## src/hw/rtl/ritoa_pkg.sv

```systemverilog
// Shared types and constants for the radix integer-to-ASCII converter.
`timescale 1ns / 1ps
`default_nettype none

package ritoa_pkg;

  localparam int NUMBER_W    = 64;
  localparam int RADIX_W     = 5;
  localparam int DIGIT_W     = 4;
  localparam int CHAR_W      = 7;
  localparam logic [RADIX_W-1:0] RADIX_RESET = 5'd10;
  localparam logic [RADIX_W-1:0] BASE_MIN    = 5'd2;
  localparam logic [RADIX_W-1:0] BASE_MAX    = 5'd16;
  localparam logic [CHAR_W-1:0]  CHAR_ZERO   = 7'd48;
  localparam logic [CHAR_W-1:0]  CHAR_ALPHA  = 7'd55;

  // Commands from the sequencer to the serial divider.
  typedef struct packed {
    logic start_new;
    logic start_next;
  } div_ctrl_t;

  // Divider status; digit and nonzero are meaningful when done is high.
  typedef struct packed {
    logic               done;
    logic [DIGIT_W-1:0] digit;
    logic               nonzero;
  } div_status_t;

  typedef enum logic [2:0] {
    S_IDLE = 3'b001,
    S_DIV  = 3'b010,
    S_EMIT = 3'b100
  } state_t;

  function automatic logic [CHAR_W-1:0] glyph(input logic [DIGIT_W-1:0] d);
    logic [CHAR_W-1:0] d_ext;
    d_ext = {{(CHAR_W-DIGIT_W){1'b0}}, d};
    return (d < 4'd10) ? (CHAR_ZERO + d_ext) : (CHAR_ALPHA + d_ext);
  endfunction

endpackage

`default_nettype wire

```

## src/hw/rtl/ritoa_div.sv

```systemverilog
// Bit-serial restoring divider by a small base, one quotient bit per cycle.
`timescale 1ns / 1ps
`default_nettype none

module ritoa_div #(
  parameter int VALUE_WIDTH = 64
) (
  input  wire                            clk,
  input  wire                            rst,
  input  wire ritoa_pkg::div_ctrl_t      ctrl,
  input  wire [VALUE_WIDTH-1:0]          value,
  input  wire [ritoa_pkg::RADIX_W-1:0]   base,
  output ritoa_pkg::div_status_t         status
);
  import ritoa_pkg::*;

  localparam int CW = $clog2(VALUE_WIDTH);

  logic [VALUE_WIDTH-1:0] quo;
  logic [DIGIT_W-1:0]     rem;
  logic [CW-1:0]          bit_cnt;
  logic                   busy;
  logic                   done;
  logic                   nz;

  logic [RADIX_W-1:0]     rem_shift;
  logic [RADIX_W-1:0]     rem_diff;
  logic                   ge;

  // The remainder stays below the base, so it fits in four bits.
  assign rem_shift = {rem, quo[VALUE_WIDTH-1]};
  assign ge        = (rem_shift >= base);
  assign rem_diff  = rem_shift - base;

  always_ff @(posedge clk) begin
    if (rst) begin
      busy    <= 1'b0;
      done    <= 1'b0;
      bit_cnt <= '0;
      nz      <= 1'b0;
      rem     <= '0;
      quo     <= '0;
    end else begin
      done <= 1'b0;
      if (ctrl.start_new || ctrl.start_next) begin
        if (ctrl.start_new) begin
          quo <= value;
        end
        rem     <= '0;
        nz      <= 1'b0;
        bit_cnt <= '0;
        busy    <= 1'b1;
      end else if (busy) begin
        quo     <= {quo[VALUE_WIDTH-2:0], ge};
        rem     <= ge ? rem_diff[DIGIT_W-1:0] : rem_shift[DIGIT_W-1:0];
        nz      <= nz | ge;
        bit_cnt <= bit_cnt + 1'b1;
        if (bit_cnt == CW'(VALUE_WIDTH - 1)) begin
          busy <= 1'b0;
          done <= 1'b1;
        end
      end
    end
  end

  assign status.done    = done;
  assign status.digit   = rem;
  assign status.nonzero = nz;

endmodule

`default_nettype wire

```

## src/hw/rtl/radix_integer_to_ascii.sv

```systemverilog
// Top level of the radix integer-to-ASCII converter.
// Each digit comes from a full division in the serial divider (one quotient
// bit per cycle); the digits are then read from the digit store through the
// output register. A new number is taken only once every digit of the last
// one has been read from the store; the final digit may still wait in the output.
// Reset (rst, synchronous, active high) sets radix to 10 and empties the output.
`timescale 1ns / 1ps
`default_nettype none

module radix_integer_to_ascii #(
  parameter int VALUE_WIDTH = 64,
  parameter int MAX_DIGITS  = 64
) (
  input  wire                           clk,
  input  wire                           rst,
  input  wire                           cfg_we,
  input  wire [ritoa_pkg::RADIX_W-1:0]  cfg_wdata,
  input  wire                           number_valid,
  output logic                          number_ready,
  input  wire [ritoa_pkg::NUMBER_W-1:0] number,
  output logic                          digit_valid,
  input  wire                           digit_ready,
  output logic [ritoa_pkg::CHAR_W-1:0]  digit_char,
  output logic                          last_digit
);
  import ritoa_pkg::*;

  localparam int AW = $clog2(MAX_DIGITS);

  // Configured base, and the clamped base captured when an item is taken.
  logic [RADIX_W-1:0] radix;
  logic [RADIX_W-1:0] base_eff;
  logic [RADIX_W-1:0] base_clamped;

  state_t state;

  // Digit store: remainders land at increasing addresses, least significant
  // digit first, and are read back from the top down.
  logic [DIGIT_W-1:0] digit_store [MAX_DIGITS];
  logic [AW-1:0]      wr_ptr;
  logic [AW-1:0]      rd_ptr;
  logic [DIGIT_W-1:0] rd_data;
  logic               rd_last;
  logic               rd_pending;

  div_ctrl_t   div_ctrl;
  div_status_t div_status;

  logic accept;
  logic store_we;
  logic rd_issue;

  assign base_clamped = (radix < BASE_MIN) ? BASE_MIN :
                        (radix > BASE_MAX) ? BASE_MAX : radix;

  assign number_ready = (state == S_IDLE);
  assign accept       = number_valid && number_ready;
  assign store_we     = (state == S_DIV) && div_status.done;

  // A read is started only when the output register will be free by the time
  // the registered store data arrives.
  assign rd_issue = (state == S_EMIT) && !rd_pending && (!digit_valid || digit_ready);

  always_comb begin
    div_ctrl.start_new  = accept;
    div_ctrl.start_next = store_we && div_status.nonzero &&
                          (wr_ptr != AW'(MAX_DIGITS - 1));
  end

  ritoa_div #(
    .VALUE_WIDTH(VALUE_WIDTH)
  ) u_div (
    .clk   (clk),
    .rst   (rst),
    .ctrl  (div_ctrl),
    .value (number[VALUE_WIDTH-1:0]),
    .base  (base_eff),
    .status(div_status)
  );

  always_ff @(posedge clk) begin
    if (rst) begin
      radix <= RADIX_RESET;
    end else if (cfg_we) begin
      radix <= cfg_wdata;
    end
  end

  // Sequencer: take an item, collect one digit per division, then read the
  // digits back most significant first. The last read hands control back to
  // idle so the next item can start while that digit waits in the output.
  always_ff @(posedge clk) begin
    if (rst) begin
      state      <= S_IDLE;
      wr_ptr     <= '0;
      rd_ptr     <= '0;
      base_eff   <= BASE_MIN;
      rd_pending <= 1'b0;
      rd_last    <= 1'b0;
    end else begin
      rd_pending <= rd_issue;
      unique case (state)
        S_IDLE: begin
          if (accept) begin
            base_eff <= base_clamped;
            wr_ptr   <= '0;
            state    <= S_DIV;
          end
        end
        S_DIV: begin
          if (div_status.done) begin
            if (div_ctrl.start_next) begin
              wr_ptr <= wr_ptr + 1'b1;
            end else begin
              rd_ptr <= wr_ptr;
              state  <= S_EMIT;
            end
          end
        end
        S_EMIT: begin
          if (rd_issue) begin
            rd_last <= (rd_ptr == '0);
            if (rd_ptr == '0) begin
              state <= S_IDLE;
            end else begin
              rd_ptr <= rd_ptr - 1'b1;
            end
          end
        end
        default: begin
          state <= S_IDLE;
        end
      endcase
    end
  end

  always_ff @(posedge clk) begin
    if (store_we) begin
      digit_store[wr_ptr] <= div_status.digit;
    end
    if (rd_issue) begin
      rd_data <= digit_store[rd_ptr];
    end
  end

  // Output register: loaded from the store read, cleared when taken.
  always_ff @(posedge clk) begin
    if (rst) begin
      digit_valid <= 1'b0;
    end else if (rd_pending) begin
      digit_valid <= 1'b1;
    end else if (digit_ready) begin
      digit_valid <= 1'b0;
    end
  end

  always_ff @(posedge clk) begin
    if (rd_pending) begin
      digit_char <= glyph(rd_data);
      last_digit <= rd_last;
    end
  end

endmodule

`default_nettype wire

```

## config.mk

```make
export PLATFORM = sky130hd
export DESIGN_NAME = radix_integer_to_ascii
export DESIGN_NICKNAME = d
export VERILOG_FILES = /design/src/hw/rtl/ritoa_pkg.sv /design/src/hw/rtl/ritoa_div.sv /design/src/hw/rtl/radix_integer_to_ascii.sv
export SDC_FILE = /design/constraint.sdc
export NUM_CORES = 1
export LEC_CHECK = 0
export BUFFER_PORTS_ARGS = -buffer_cell sky130_fd_sc_hd__buf_2
export CAP_MARGIN = 20
export CORE_MARGIN = 8
export CORE_UTILIZATION = 63
export CTS_BUF_LIST = sky130_fd_sc_hd__clkbuf_2 sky130_fd_sc_hd__clkbuf_4 sky130_fd_sc_hd__clkbuf_8
export DETAILED_ROUTE_END_ITERATION = 8
export PLACE_DENSITY = 0.82
export SLEW_MARGIN = 20
export SYNTH_ARGS = -nofsm -noshare
export SYNTH_HDL_FRONTEND = slang
export SYNTH_SLANG_ARGS = --single-unit
```

## constraint.sdc

```tcl
create_clock -name clk -period 3.2 [get_ports clk]
set_input_delay 0.16 -clock clk [delete_from_list [all_inputs] [get_ports clk]]
set_output_delay 0.16 -clock clk [all_outputs]
set_load 0.005 [all_outputs]
```

==> out/metrics.csv <==
metric;value;unit
outcome;completed;
Post-route DRC;0;
Worst-path clk slew;0.06;ns
count of pins over their slew limit;0;
Detail Route Antenna Nets;0;
worst vdd ir;0.000401;V
Synth area leaders;edfxtp_1, dfxtp_1, mux4_2;
DP HPWL;21.9;mm
H-tree levels;2;
die height;173;um
clock root cell;clkbuf_8;
crit start category;flop;
Max clock buf depth;3;
Synth Warn #;0;
GRT Total Usage;25.2;%
IO buf count;83;
Rel. slew slack;39.7;%
CTS tree;done;
vias;10755;
most frequent cell after synthesis;edfxtp_1;
crit path kind;reg2reg;
Placed Area;16200;um2
max frequency;0.348;GHz
Finish-stage setup viols;0;
number of buffers created by CTS;58;
count of different cell masters after synthesis;63;
DIE WIDTH;173;um
Post-Syn Nets;1236;
leading area contributor after synthesis;edfxtp_1;
Worst-Margin Slew;0.903;ns
vias per inst;6.37;
Resized cells post-CTS;0;
Max FO, Critical Path;126;
Synth top cells by count;edfxtp_1, nor2_1, nand2_1;
P_leak;6.11;nW
maxcap violations;0;
Site Rows;57;
Routed WL per cell;22.9;um
placed instance count;1503;
WP data required;3.67;ns
# clock sinks;373;
gr ovfl total;0;
RSZ-0062 raised after global routing;false;
gp weighted congestion;0.838;
sequential-to-total area share from yosys stat;65.4;%
period utilisation layout;89.8;%
initial antenna violation count;1;
layout cells sized above 1;22.0;%
Syn Inst Count;1151;
critical path capture point type;flop;
vias in the first global route;11096;
TritonRoute pass-1 iters;6;
area grow syn2layout;16.9;%
CORE AREA;24200;um2
post-synth top area share;51.8;%
Initial Util;64.0;%
fin nets;1398;
HP Class;in2reg;
asr flop ratio synth;0;%
Setup TNS;0;ns
Syn Area/Cell;13.5;um2
fin crit period;2.87;ns
EDFF count, synth;268;
# IOs;84;
Die Area;29900;um2
Mapped Area;15500;um2
WHS;0.0136;ns
final instance area;18200;um2
first-pass GRT wire length;59.7;mm
1st-iter DRT viols;1287;
#FFs+latches synth;373;
Power Dens Cells;582;nW/um2
pin count of the biggest net entering global routing;127;
Hold Vio Cnt, Final;0;
CP arrival;3.34;ns
Final Skew;0.0234;ns
final non-filler cell total;1688;
Post-Route WL;38.7;mm
top_reg_cell synth;edfxtp_1;
Clock Latency Late Sink;0.59;ns
## placed cells by master (no fill, tap or decap), types with 7 or more instances in the layout
cell / netlist / final
dfxtp_1: 105 / 99
clkbuf_8: 0 / 67
nor2b_1: 12 / 12
buf_4: 3 / 21
clkbuf_4: 0 / 17
clkinv_2: 0 / 13
mux2i_1: 10 / 10
nand2_1: 160 / 160
nand4_1: 7 / 7
a22oi_1: 17 / 17
nor2_1: 162 / 162
clkinv_1: 0 / 8
o21ai_0: 14 / 14
edfxtp_1: 268 / 268
buf_2: 31 / 83
a21oi_1: 29 / 29
ha_1: 10 / 10
nor3_1: 15 / 15
mux4_2: 64 / 64
nand3_1: 17 / 17
dlygate4sd3_1: 0 / 74
inv_1: 16 / 16
nand3b_1: 8 / 8
a311oi_1: 64 / 64
## report_power, final
part | leakage (nW) | total [mW] | switching, mW | internal [mW]
Sequential | 3.33 | 5.50 | 0.115 | 5.38
Clock | 0.661 | 4.13 | 1.85 | 2.28
Combinational | 2.12 | 0.946 | 0.594 | 0.351
Total | 6.11 | 10.6 | 2.56 | 8.02
## layer usage
metal	GRT usage, %	wire length, um	up-vias
li1	-	-	4678
met4	12.1	1590	0
met2	43.7	19800	681
met5	0	0	-
met1	30.1	14200	5252
met3	4.68	3170	144
## worst max-delay path: stages (launching register included)
cell	delay, ns
dfxtp_1	0.69
nand3_1	0.45
o211a_4	0.42
o21ai_4	0.15
buf_12	0.39
nor2_1	0.17
a311oi_1	0.38
## what timing repair did
item,4_1_cts,5_1_grt
setup buffers,0,0
hold endpoints to repair,69,0
hold buffers,74,0
## layout make-up
cell class              instances  area (um2)
fillers                      1380        6090
repair buffers                182        1390
clock inverters                26         180
clock buffers                  84        1050
flip-flops and latches        373       10200
multi-input cells             682        4900
inverters                      16        60.1
diodes                          1        2.50
well taps                     324         405
## sequential cells by signal, summed over array words and instances (netlist names), 5 cells and up
name           flops
digit_char         7
u_div.bit_cnt      6
u_div.quo         64
rd_ptr             6
wr_ptr             6
digit_store      256
radix              5
base_eff           5
## logic make-up after synthesis
family	Yosys count	share of synthesized area [%]
xor+xnor	10	0.564
fa+ha+maj	11	0.935
simple gates	413	11.5
mux	76	10.1
buf+inv	96	3.03
compound gates	172	8.48
flops	373	65.4
## path summary, 6_finish.rpt
path                     from            end  slack, ns  depth (start not counted)
setup / recovery    wr_ptr[5]  u_div.quo[20]       0.33                          6
hold / removal    digit_ready    digit_valid       0.01                          4
setup reg to reg    wr_ptr[5]  u_div.quo[20]       0.33                          6
hold reg to reg       rd_last     last_digit       0.43                          0
## through the flow
step / power (mW) / setup slack, ns / util [%]
2_1_floorplan: 6.18 / 0.552 / -
3_3_place_gp: 6.34 / 0.717 / 66.7
3_5_place_dp: 6.38 / 0.583 / 66.7
4_1_cts: 10.5 / 0.585 / 74.9
5_1_grt: 10.9 / 0.309 / 74.9
6_report: 10.6 / 0.326 / 74.9
Power figures use the tool's default switching activity.
